$ cat src/hdl/edu_pkg.sv
package edu_pkg;

  // component and accumulator widths
  localparam int ELEM_W = 16;
  localparam int SQ_W = 2 * ELEM_W;
  localparam int SUM_W = 40;
  localparam int ROOT_W = SUM_W / 2;
  localparam int REM_W = ROOT_W + 2;
  localparam int ROOT_STEPS = ROOT_W;
  localparam int STEP_W = $clog2(ROOT_STEPS);

  localparam logic [SUM_W-1:0] SUM_MAX = {SUM_W{1'b1}};

  typedef struct packed {
    logic signed [ELEM_W-1:0] a_elem;
    logic signed [ELEM_W-1:0] b_elem;
    logic                     last;
  } in_item_t;

  typedef struct packed {
    logic [ROOT_W-1:0] distance;
    logic [SUM_W-1:0]  squared_sum;
    logic              overflowed;
  } out_item_t;

  // controller to datapath commands
  typedef struct packed {
    logic accept;
    logic fold;
    logic root_step;
    logic load_out;
  } cmd_t;

endpackage

$ cat src/hdl/edu_dp.sv
module edu_dp #(
  parameter int MAX_DIM = 256
) (
  input  logic               clk,
  input  logic               rst_n,
  input  edu_pkg::cmd_t      cmd,
  input  edu_pkg::in_item_t  in_data,
  output edu_pkg::out_item_t out_data
);
  import edu_pkg::*;

  localparam int CNT_W = $clog2(MAX_DIM + 1);
  localparam logic [CNT_W-1:0] CNT_MAX = CNT_W'(MAX_DIM);

  // difference and square
  logic signed [ELEM_W:0] diff;
  logic [ELEM_W:0]        diff_neg;
  logic [ELEM_W-1:0]      mag;
  logic [SQ_W-1:0]        sq;

  // square stage
  logic [SQ_W-1:0]  sq_r;
  logic             sq_over_r;
  logic             sq_vld_r;
  logic [CNT_W-1:0] cnt_r;

  // accumulator
  logic [SUM_W-1:0] acc_r;
  logic             over_r;
  logic [SUM_W:0]   sum_wide;
  logic [SUM_W-1:0] sum_total;

  // square root
  logic [SUM_W-1:0]  rad_r;
  logic [REM_W-1:0]  rem_r;
  logic [ROOT_W-1:0] root_r;
  logic [REM_W+1:0]  rem_sh;
  logic [REM_W+1:0]  trial;
  logic [REM_W+1:0]  rem_diff;
  logic              take;
  logic [SUM_W-1:0]  hold_sum_r;
  logic              hold_ovf_r;

  out_item_t out_r;

  assign diff     = {in_data.a_elem[ELEM_W-1], in_data.a_elem}
                  - {in_data.b_elem[ELEM_W-1], in_data.b_elem};
  assign diff_neg = (ELEM_W+1)'(0) - diff;
  assign mag      = diff[ELEM_W] ? diff_neg[ELEM_W-1:0] : diff[ELEM_W-1:0];
  assign sq       = SQ_W'(mag) * SQ_W'(mag);

  always_ff @(posedge clk) begin
    if (!rst_n) begin
      sq_vld_r <= 1'b0;
      cnt_r    <= '0;
    end else begin
      sq_vld_r <= cmd.accept;
      if (cmd.accept) begin
        if (in_data.last) begin
          cnt_r <= '0;
        end else if (cnt_r != CNT_MAX) begin
          cnt_r <= cnt_r + CNT_W'(1);
        end
      end
    end
  end

  always_ff @(posedge clk) begin
    if (cmd.accept) begin
      sq_r      <= sq;
      sq_over_r <= (cnt_r == CNT_MAX);
    end
  end

  assign sum_wide  = {1'b0, acc_r} + (SUM_W+1)'(sq_r);
  assign sum_total = (sq_over_r || sum_wide[SUM_W]) ? SUM_MAX : sum_wide[SUM_W-1:0];

  always_ff @(posedge clk) begin
    if (!rst_n) begin
      acc_r  <= '0;
      over_r <= 1'b0;
    end else if (cmd.fold) begin
      acc_r  <= '0;
      over_r <= 1'b0;
    end else if (sq_vld_r) begin
      acc_r  <= sum_total;
      over_r <= over_r | sq_over_r;
    end
  end

  // restoring square root, one result bit per step
  assign rem_sh   = {rem_r, rad_r[SUM_W-1 -: 2]};
  assign trial    = (REM_W+2)'({root_r, 2'b01});
  assign take     = (rem_sh >= trial);
  assign rem_diff = rem_sh - trial;

  always_ff @(posedge clk) begin
    if (cmd.fold) begin
      rad_r      <= sum_total;
      rem_r      <= '0;
      root_r     <= '0;
      hold_sum_r <= sum_total;
      hold_ovf_r <= over_r | sq_over_r;
    end else if (cmd.root_step) begin
      rad_r  <= {rad_r[SUM_W-3:0], 2'b00};
      rem_r  <= take ? rem_diff[REM_W-1:0] : rem_sh[REM_W-1:0];
      root_r <= {root_r[ROOT_W-2:0], take};
    end
  end

  always_ff @(posedge clk) begin
    if (cmd.load_out) begin
      out_r.distance    <= root_r;
      out_r.squared_sum <= hold_sum_r;
      out_r.overflowed  <= hold_ovf_r;
    end
  end

  assign out_data = out_r;

endmodule

$ cat src/hdl/edu_ctrl.sv
module edu_ctrl (
  input  logic          clk,
  input  logic          rst_n,
  input  logic          in_valid,
  input  logic          in_last,
  output logic          in_stall,
  output logic          out_valid,
  input  logic          out_stall,
  output edu_pkg::cmd_t cmd
);
  import edu_pkg::*;

  localparam logic [1:0] ST_ACC  = 2'd0;
  localparam logic [1:0] ST_FOLD = 2'd1;
  localparam logic [1:0] ST_ROOT = 2'd2;
  localparam logic [1:0] ST_DONE = 2'd3;

  logic [1:0]        state_r, state_nxt;
  logic [STEP_W-1:0] step_r, step_nxt;
  logic              out_valid_r, out_valid_nxt;
  logic              out_free;

  assign in_stall   = (state_r != ST_ACC);
  assign out_valid  = out_valid_r;
  assign out_free   = !out_valid_r || !out_stall;

  assign cmd.accept    = in_valid && !in_stall;
  assign cmd.fold      = (state_r == ST_FOLD);
  assign cmd.root_step = (state_r == ST_ROOT);
  assign cmd.load_out  = (state_r == ST_DONE) && out_free;

  always_comb begin
    state_nxt = state_r;
    step_nxt  = step_r;
    unique case (state_r)
      ST_ACC: begin
        if (cmd.accept && in_last) begin
          state_nxt = ST_FOLD;
        end
      end
      ST_FOLD: begin
        state_nxt = ST_ROOT;
        step_nxt  = '0;
      end
      ST_ROOT: begin
        if (step_r == STEP_W'(ROOT_STEPS - 1)) begin
          state_nxt = ST_DONE;
        end else begin
          step_nxt = step_r + STEP_W'(1);
        end
      end
      ST_DONE: begin
        if (out_free) begin
          state_nxt = ST_ACC;
        end
      end
      default: state_nxt = ST_ACC;
    endcase
  end

  always_comb begin
    out_valid_nxt = out_valid_r;
    if (cmd.load_out) begin
      out_valid_nxt = 1'b1;
    end else if (!out_stall) begin
      out_valid_nxt = 1'b0;
    end
  end

  always_ff @(posedge clk) begin
    if (!rst_n) begin
      state_r     <= ST_ACC;
      step_r      <= '0;
      out_valid_r <= 1'b0;
    end else begin
      state_r     <= state_nxt;
      step_r      <= step_nxt;
      out_valid_r <= out_valid_nxt;
    end
  end

  a_last_folds: assert property (@(posedge clk) disable iff (!rst_n)
    (cmd.accept && in_last) |=> (state_r == ST_FOLD))
    else $error("last item did not start fold");

  a_fold_to_root: assert property (@(posedge clk) disable iff (!rst_n)
    (state_r == ST_FOLD) |=> (state_r == ST_ROOT && step_r == '0))
    else $error("root did not start at step zero");

  a_step_range: assert property (@(posedge clk) disable iff (!rst_n)
    (state_r == ST_ROOT) |-> (step_r < STEP_W'(ROOT_STEPS)))
    else $error("root step out of range");

  a_out_drains: assert property (@(posedge clk) disable iff (!rst_n)
    (out_valid_r && !out_stall && !cmd.load_out) |=> !out_valid_r)
    else $error("taken result stayed valid");

endmodule

$ cat src/hdl/euclidean_distance_unit.sv
// channel | ports                          | payload
// --------+--------------------------------+------------------------------------
// input   | in_valid, in_stall, in_data    | a_elem, b_elem (q4.12), last
// result  | out_valid, out_stall, out_data | distance, squared_sum, overflowed
//
// non-last items are taken one per cycle; each square sits in a stage register
// before it is added to the 40-bit saturating accumulator
// a last item's result shows only after a fold step, then 20 steps of the
// shared bit-serial square root, then a load into the output register, which
// waits while the held result is still stalled; input is stalled over that span
// the output register decouples the result side, so the next vector streams in
// while a finished result still waits on out_stall
// rst_n is synchronous, active low; it clears the accumulator, pair count and
// overflow flag, no clearing pass is needed
module euclidean_distance_unit #(
  parameter int MAX_DIM = 256
) (
  input  logic               clk,
  input  logic               rst_n,
  input  logic               in_valid,
  output logic               in_stall,
  input  edu_pkg::in_item_t  in_data,
  output logic               out_valid,
  input  logic               out_stall,
  output edu_pkg::out_item_t out_data
);
  import edu_pkg::*;

  // command bundle from the controller
  cmd_t cmd;

  // sequencer: accept, fold, root steps, result load
  edu_ctrl u_ctrl (
    .clk       (clk),
    .rst_n     (rst_n),
    .in_valid  (in_valid),
    .in_last   (in_data.last),
    .in_stall  (in_stall),
    .out_valid (out_valid),
    .out_stall (out_stall),
    .cmd       (cmd)
  );

  // square, accumulate, square root and output register
  edu_dp #(
    .MAX_DIM (MAX_DIM)
  ) u_dp (
    .clk      (clk),
    .rst_n    (rst_n),
    .cmd      (cmd),
    .in_data  (in_data),
    .out_data (out_data)
  );

endmodule

$ cat config.mk
export PLATFORM = sky130hd
export DESIGN_NAME = euclidean_distance_unit
export DESIGN_NICKNAME = d
export VERILOG_FILES = /design/src/hdl/edu_pkg.sv /design/src/hdl/edu_dp.sv /design/src/hdl/edu_ctrl.sv /design/src/hdl/euclidean_distance_unit.sv
export SDC_FILE = /design/constraint.sdc
export NUM_CORES = 1
export LEC_CHECK = 0
export BUFFER_PORTS_ARGS = -buffer_cell sky130_fd_sc_hd__buf_4
export CORE_AREA = 2 2 234 236
export CTS_CLUSTER_DIAMETER = 80
export DETAILED_ROUTE_END_ITERATION = 7
export DIE_AREA = 0 0 236 238
export RECOVER_POWER = 50
export SLEW_MARGIN = 0
export SYNTH_ARGS = -nofsm -noshare
export SYNTH_HDL_FRONTEND = slang
export SYNTH_SLANG_ARGS = --single-unit
$ cat constraint.sdc
create_clock -name clk -period 11 [get_ports clk]
set_input_delay 1.1 -clock clk [delete_from_list [all_inputs] [get_ports clk]]
set_output_delay 1.1 -clock clk [all_outputs]
set_load 0.02 [all_outputs]
-- Yosys cells after proc, flatten, opt, wreduce, memory -nomap -nowiden
Cells that the tools add are included.
- $add $sub $neg: 6
- multiply operators: 1
- magnitude comparators: 1
- equality and inequality tests: 11
- multiplexer cells: 15
- bitwise operators: 2
- reduce and logical (&&, ||, !) cells: 16
- operators by type and width (operator ; count):
    40-bit 2-to-1 mux ; 3
    40-bit by 32-bit adder with 41-bit output ; 1
    16-bit by 16-bit multiplier with 32-bit output ; 1
    24-bit by 22-bit greater-or-equal comparator with 1-bit output ; 1
    22-bit 2-to-1 mux ; 1
    22-bit subtractor ; 1
    9-bit 2-to-1 mux ; 2
    16-bit by 16-bit subtractor with 17-bit output ; 1
    16-bit 2-to-1 mux ; 1
    1-bit by 16-bit subtractor with 16-bit output (first input constant) ; 1
    5-bit case mux with 2 select lines ; 1
    9-bit by 1-bit adder with 9-bit output (second input constant) ; 1
    9-bit equality test (second input constant) ; 1
    9-bit != test (second input constant) ; 1
    2-bit by 1-bit != test with 1-bit output (second input constant) ; 4
    2-bit case mux with 4 select lines ; 1
    2-bit 2-to-1 mux ; 3
    2-bit nonzero test ; 3
    5-bit by 1-bit adder with 5-bit output (second input constant) ; 1
    5-bit equality test (second input constant) ; 1
    5-bit 2-to-1 mux ; 1
    2-bit equality test (second input constant) ; 2
    2-bit AND reduction ; 2
    1-bit logical AND ; 3
    other kinds (10) ; 14
- register bits after elaboration: 276
- bits of input ports: 37
- output and inout bits: 63
- word-level logic and storage cells: 69

-- Logic depth before layout (Yosys ltp)
Gate-level depths: netlist (run 1).
- depth after elaboration: 6
- gate-level depth with buffers: 39
- mapped depth without buffers: 39

-- By module
A second synthesis (run 1) with hierarchy kept.
- cells, all modules: 2159
- area, all modules: 21002.6 µm²
- by module, submodules not included (module ; instances ; cells each ; area an instance (µm²) ; sequential area each (µm²)):
    edu_dp ; 1 ; 2103 ; 20482.1 ; 7086.8
    edu_ctrl ; 1 ; 56 ; 520.5 ; 160.2

-- Least setup slack after synthesis (run 1)
Ideal clock, no wire load.
- path type: input-to-reg
- from: input port in_data[2] in the netlist's numbering
- to: register u_dp.sq_r[31], data pin
- library setup time: 0.261 ns
- arrival: 9.145 ns
- required time: 10.739 ns
- slack: 1.594 ns
- stages: 35
- buffers on the path: 0
- path through: inv_1 ha_1 nor2b_1 o2111a_1 or4_4 a221oi_2 nand2_2 nor3_2 a21oi_1 xor2_1 inv_2 nand2_1 inv_1 fa_1 inv_1 fa_1 inv_1 fa_1 fa_1 fa_1 inv_1 fa_1 inv_1 ha_1 o21a_1 o21ai_0 nand2b_1 a21oi_1 a31oi_1 a41oi_1 a221oi_1 a41oi_1 a211o_1 o21ai_0 xnor2_1
- longest elaborated chain between the ends: 4
- ends and longest elaborated chain (what ; RTL line ; RTL):
    start: declaration ; euclidean_distance_unit.sv:22 ; input edu_pkg::in_item_t in_data,
    16-bit by 16-bit subtractor with 17-bit output (*) ; edu_dp.sv:47 ; - {in_data.b_elem[ELEM_W-1], in_data.b_elem};
    1-bit by 16-bit subtractor with 16-bit output ; edu_dp.sv:48 ; assign diff_neg = (ELEM_W+1)'(0) - diff;
    16-bit 2-to-1 mux (*) ; edu_dp.sv:49 ; assign mag = diff[ELEM_W] ? diff_neg[ELEM_W-1:0] : diff[ELEM_W-1:0];
    16-bit by 16-bit multiplier with 32-bit output (*) ; edu_dp.sv:50 ; assign sq = SQ_W'(mag) * SQ_W'(mag);
    named net u_dp.sq[31] ; edu_dp.sv:19 ; logic [SQ_W-1:0] sq;
    end signal: assignment ; edu_dp.sv:70 ; sq_r <= sq;
    end: declaration ; edu_dp.sv:22 ; logic [SQ_W-1:0] sq_r;
The timed path passes the listed nets; every way through them passes the cells marked *.
A chain may end at the register's enable or synchronous reset.

-- Worst setup path after layout (run 1)
- from: input port in_data[17] in the netlist's numbering
- to: register u_dp.sq_r[31], data pin
Same word-level chain as after synthesis.

==> results of run 1 <==
-- worst paths after layout --
| check | from | depth (start not counted) | end |
|---|---|---|---|
| max | in_data[17] | 35 | u_dp.sq_r[31]$_DFFE_PP_ |
| max reg2reg | u_ctrl.state_r[1]$_SDFFE_PN0P_ | 7 | u_dp.rem_r[21]$_SDFFE_PP0P_ |
| min | u_dp.hold_sum_r[34]$_DFFE_PP_ | 0 | u_dp.out_data[35]$_DFFE_PP_ |
| min reg2reg | u_dp.hold_sum_r[34]$_DFFE_PP_ | 0 | u_dp.out_data[35]$_DFFE_PP_ |
-- placed cells by master (no fill, tap or decap), types with 9 or more instances in the layout --
cell type / count
a21oi_1: 172
nor3_1: 23
inv_1: 317
a31oi_1: 22
xnor2_1: 74
edfxtp_1: 174
nor2_4: 10
inv_2: 9
o21a_1: 16
mux2i_1: 24
nand2b_1: 21
clkbuf_1: 15
fa_1: 165
nand4_1: 12
a21o_1: 52
ha_1: 174
nand2_1: 144
nand3_1: 26
and3_1: 17
clkbuf_16: 28
nor2b_1: 20
xor2_1: 36
a211oi_1: 29
nor2_1: 230
o21ai_0: 99
buf_4: 112
and2_1: 17
dfxtp_1: 100
o21bai_1: 11
-- registers in the layout, summed over array words and instances (netlist names) --
signal,count
u_dp.out_data,61
u_dp.acc_r,40
u_dp.hold_sum_r,40
u_dp.rad_r,40
u_dp.sq_r,31
u_dp.rem_r,22
u_dp.root_r,20
u_dp.cnt_r,9
u_ctrl.step_r,5
u_ctrl.state_r,2
u_ctrl.out_valid,1
u_dp.hold_ovf_r,1
u_dp.over_r,1
u_dp.sq_over_r,1
u_dp.sq_vld_r,1
-- layout make-up --
cell class / count / area [sq um]
Fill cell: 5127 / 29890
Multi-Input combinational cell: 1524 / 12450
Sequential cell: 275 / 7248
Inverter: 326 / 1224
Timing Repair Buffer: 124 / 889.6
Tap cell: 696 / 870.8
Clock buffer: 36 / 770.7
Clock inverter: 16 / 158.9
-- layer usage --
layer	track usage, %	vias up	wire [um]
li1	-	7566	-
met5	0	-	0
met2	28.95	283	22400
met1	20.83	7305	20490
met3	1.677	70	1676
met4	4.227	0	967
-- logic make-up (layout without fill, tap and decap cells) --
logic type	count (synthesis)	count (layout)	share of synthesized area [%]
and+or+nand+nor	568	568	12.61
buffers and inverters	396	502	7.142
xor gates and xnor gates	115	115	4.928
adders and majority gates	340	340	25.91
AOI/OAI and AO/OA	477	477	14.09
muxes	24	24	1.133
DFF	275	275	34.19
-- worst max-delay path, delay by kind of cell --
kind / cells / cell delay, ns
AOI/OAI and AO/OA: 15 / 3.34
and+or+nand+nor: 2 / 0.42
xor gates and xnor gates: 2 / 0.51
buffers and inverters: 7 / 0.69
adders and majority gates: 9 / 3.97
-- stage by stage --
step,hold WS [ns],cells
floorplan,0.4003,2195
global placement,0.4008,2945
detailed placement,0.4045,2945
CTS,0.4179,2997
global route,0.4243,2997
finish,0.4144,2997
==> key figures, run 1 <==
Outcome
  • Outcome: finished with violations
  • Failing checks: max-capacitance violations, max-slew violations

Clock tree
  • Clk_lat worst skew: 0.56 ns
  • CTS sink count: 275
  • H-tree Lvls: 1
  • Clock Pin Slew Worst Setup and Hold Paths: 0.06 ns
  • CTS tree: yes
  • Post-CTS Hold Buffers: 0
  • CTS buffer count: 28
  • Post-CTS Setup Bufs: 0
  • Clock Tree Buf Depth: 3
  • Post-cts resize count: 0
  • Clock root buffer: clkbuf_16

Die
  • Ports: 100
  • Rows: 85
  • Initial Util: 39.63%
  • DIE WIDTH: 236 um
  • Core box area: 0.05350 sq mm
  • Chip height: 238 um
  • Die area: 0.05617 sq mm

Setup path
  • CP Launch Type: primary input
  • CP max stage cell: fa_1
  • Slowest stage delay, CP: 0.54 ns
  • Most used cell, CP: fa_1
  • Worst reg2reg setup slack: 6.37 ns
  • Critical path peak fanout: 13
  • Crit. End Element: flop
  • Worst Path Arrival: 10.06 ns
  • Critical path class: in -> reg
  • CP Data Required Time: 11.31 ns

Yosys
  • Share of the synthesized area in the top cell type: 24.65%
  • Post-synth EDFFs: 174
  • Top FF cell, synth: edfxtp_1
  • Mapped cell area: 0.02120 sq mm
  • Net count after synthesis: 2572
  • Synth Instances: 2195
  • Most common cell in the synthesized netlist: inv_1
  • Area contributors post-synth: edfxtp_1, fa_1, ha_1
  • Cell variety after synth: 83
  • Avg Inst Size Synth: 9.658 sq um
  • Async SR Flop Fraction: 0%
  • Synth top cells by count: inv_1, nor2_1, ha_1, edfxtp_1, a21oi_1
  • Synthesized flop and latch total: 275
  • Post-synthesis sequential area ratio: 34.19%
  • Ys Warns: 0
  • Largest area contributor in the netlist: edfxtp_1

Place
  • Dpl ws: 0.6387 ns
  • Dpl hpwl: 35450 um
  • GP Congestion: 0.9007
  • Dpl cell area: 0.02274 sq mm
  • PortBufs: 99

Global routing
  • First-pass GRT wire length: 76240 um
  • Initial antenna violation count: 0
  • Grt ovf: 0
  • Largest net degree at the start of global routing: 74
  • Gr usage total: 16.17%
  • Vias in the first global route: 15670

STA
  • RSZ-0062 raised after global routing: no
  • Setup_tns: 0 ns
  • Relative slew margins: -130.3%
  • Final Cycle Share: 88.65%
  • Post-layout min period: 9.752 ns
  • Worst-margin pin slew: 3.454 ns
  • Worst setup margin: 1.248 ns
  • FMAX: 102.5 MHz
  • Final Skew: 0.02814 ns
  • Max-slew violations: 307
  • Hold Violations, Final: 0
  • Setup Viol. Count Final: 0

Layout
  • Layout Nets: 2656
  • Ant. Diodes: 0
  • Area Overhead vs Synth: 11.37%
  • Layout cells sized above 1: 9.605%
  • Final core occ: 44.13%
  • Final Cell Area: 0.02361 sq mm

Detailed routing
  • DR WL/cell: 15.19 um
  • WL final: 45530 um
  • Via count: 15220
  • Drt pass-1 iters: 5
  • DRC Markers: 0
  • Iter 0 DRT Violations: 736
  • DRT antenna net count: 0
  • Vias/cell: 5.080

Run
  • Number of max-cap violations: 6

Worst hold path
  • Tightest Hold Check Type: reg -> reg
Power of run 1 is not shown: default switching activity piles up to over one toggle a cycle in this logic, so the estimate is an artifact.
==> inputs of run 2 (changes only) <==
- MAX_ROUTING_LAYER: unset -> met4
==> key figures, run 2 (synthesis gave the netlist of run 1 again) <==
Outcome
  • Outcome: finished with violations
  • Failing checks: max-capacitance violations, max-slew violations

Layout
  • Area Overhead vs Synth: 12.05%
  • Layout cells sized above 1: 9.948%
  • Layout Nets: 2657
  • Ant. Diodes: 0
  • Commonest non-fill, non-tap cell in the layout: inv_1
  • Most frequent cells in the layout: inv_1, nor2_1, ha_1, edfxtp_1, a21oi_1
  • Largest register FFs: 61

STA
  • Setup Viol. Count Final: 0
  • Final Cycle Share: 90.80%
  • FMAX: 100.1 MHz
  • Final Skew: 0.03145 ns
  • Relative slew margins: -132.3%
  • Max-slew violations: 272
  • Worst-margin pin slew: 3.485 ns
  • Hold Violations, Final: 0
  • RSZ-0062 raised after global routing: no
  • Post-layout min period: 9.988 ns
  • Setup_tns: 0 ns

Die
  • DIE WIDTH: 236 um
  • Chip height: 238 um
  • Die area: 0.05617 sq mm
  • Rows: 85
  • Core box area: 0.05350 sq mm
  • Ports: 100
  • Initial Util: 39.63%

Place
  • Dpl hpwl: 35420 um
  • PortBufs: 99
  • GP Congestion: 0.9254

Global routing
  • Gr usage total: 16.57%
  • Grt ovf: 0
  • Vias in the first global route: 15540
  • Largest net degree at the start of global routing: 74
  • First-pass GRT wire length: 75870 um
  • Initial antenna violation count: 0

Setup path
  • Critical path class: in -> reg
  • CP Launch Type: primary input
  • Slowest stage delay, CP: 0.55 ns
  • Critical path peak fanout: 13
  • Most used cell, CP: inv_1
  • Worst Path Arrival: 10.30 ns
  • Crit. End Element: flop
  • CP Data Required Time: 11.31 ns
  • CP max stage cell: fa_1

Detailed routing
  • DR WL/cell: 15.16 um
  • WL final: 45460 um
  • Vias/cell: 5.129
  • DRC Markers: 0
  • Drt pass-1 iters: 5
  • Via count: 15380
  • DRT antenna net count: 0
  • Iter 0 DRT Violations: 701

Run
  • Number of max-cap violations: 5

Clock tree
  • H-tree Lvls: 1
  • CTS tree: yes
  • Post-CTS Hold Buffers: 0
  • CTS sink count: 275
  • Clock Pin Slew Worst Setup and Hold Paths: 0.06 ns
  • Clock Tree Buf Depth: 3
  • Clk_lat worst skew: 0.56 ns
  • Post-cts resize count: 0
  • Clock root buffer: clkbuf_16
  • CTS buffer count: 28
  • Post-CTS Setup Bufs: 0

Worst hold path
  • Tightest Hold Check Type: reg -> reg
==> run 2: cell count changes in the layout (fill, tap and decap cells not counted) <==
cell | before | now
clkbuf_16 | 28 | 29
a21boi_0 | 7 | 6
clkinv_2 | 6 | 2
clkinv_1 | 1 | 0
clkinvlp_4 | 3 | 1
a21boi_4 | 0 | 1
bufinv_16 | 2 | 4
buf_4 | 112 | 118
inv_6 | 2 | 1
clkbuf_1 | 15 | 10
clkbuf_8 | 4 | 9
==> run 2: metal layers <==
layer | global-route usage, % | share of wire [%] | wire [um] | vias to the layer above
met1 | 20.83 | 45 | 20540 | 7444
met4 | 4.323 | 2.1 | 948 | 0
met2 | 28.68 | 49 | 22310 | 281
met5 | - | 0 | 0 | -
met3 | 1.608 | 3.7 | 1666 | 76
li1 | - | - | - | 7576
==> run 2: stage by stage <==
step	setup WS, ns	instances	cell area (sq um)	util, %	hold WS, ns
after global placement	0.8174	2946	22750	42.53	0.4015
after detailed placement	0.4914	2946	22750	42.53	0.4045
after global routing	0.3454	2998	23750	44.40	0.4257
after floorplan	1.594	2195	21200	-	0.4003
final	1.012	2998	23750	44.40	0.4150
after CTS	1.076	2998	23790	44.47	0.4189
==> run 2: critical path: cells and delay by family <==
family	cells	cell delay, ns
xor gates and xnor gates	2	0.56
and+or+nand+nor	2	0.30
buffers and inverters	9	0.86
AOI/OAI and AO/OA	15	3.39
adders and majority gates	9	4.08
==> run 2: final cells by class <==
type / instances / area (sq um)
clock inverter: 10 / 171.4
sequential: 275 / 7248
inverter: 326 / 1224
clock buffer: 42 / 864.6
timing repair buffer: 125 / 915.9
multi-input combinational: 1524 / 12460
fill: 5119 / 29740
tap: 696 / 870.8
==> run 2: path summary, 6_finish.rpt <==
path	startpoint	end	slack (ns)	cells past startpoint
max reg2reg	u_ctrl.state_r[1]$_SDFFE_PN0P_	u_dp.rem_r[21]$_SDFFE_PP0P_	6.49	7
min	u_dp.hold_sum_r[22]$_DFFE_PP_	u_dp.out_data[23]$_DFFE_PP_	0.41	0
min reg2reg	u_dp.hold_sum_r[22]$_DFFE_PP_	u_dp.out_data[23]$_DFFE_PP_	0.41	0
max	in_data[17]	u_dp.sq_r[31]$_DFFE_PP_	1.01	37
Power of run 2 is left out for the same reason.
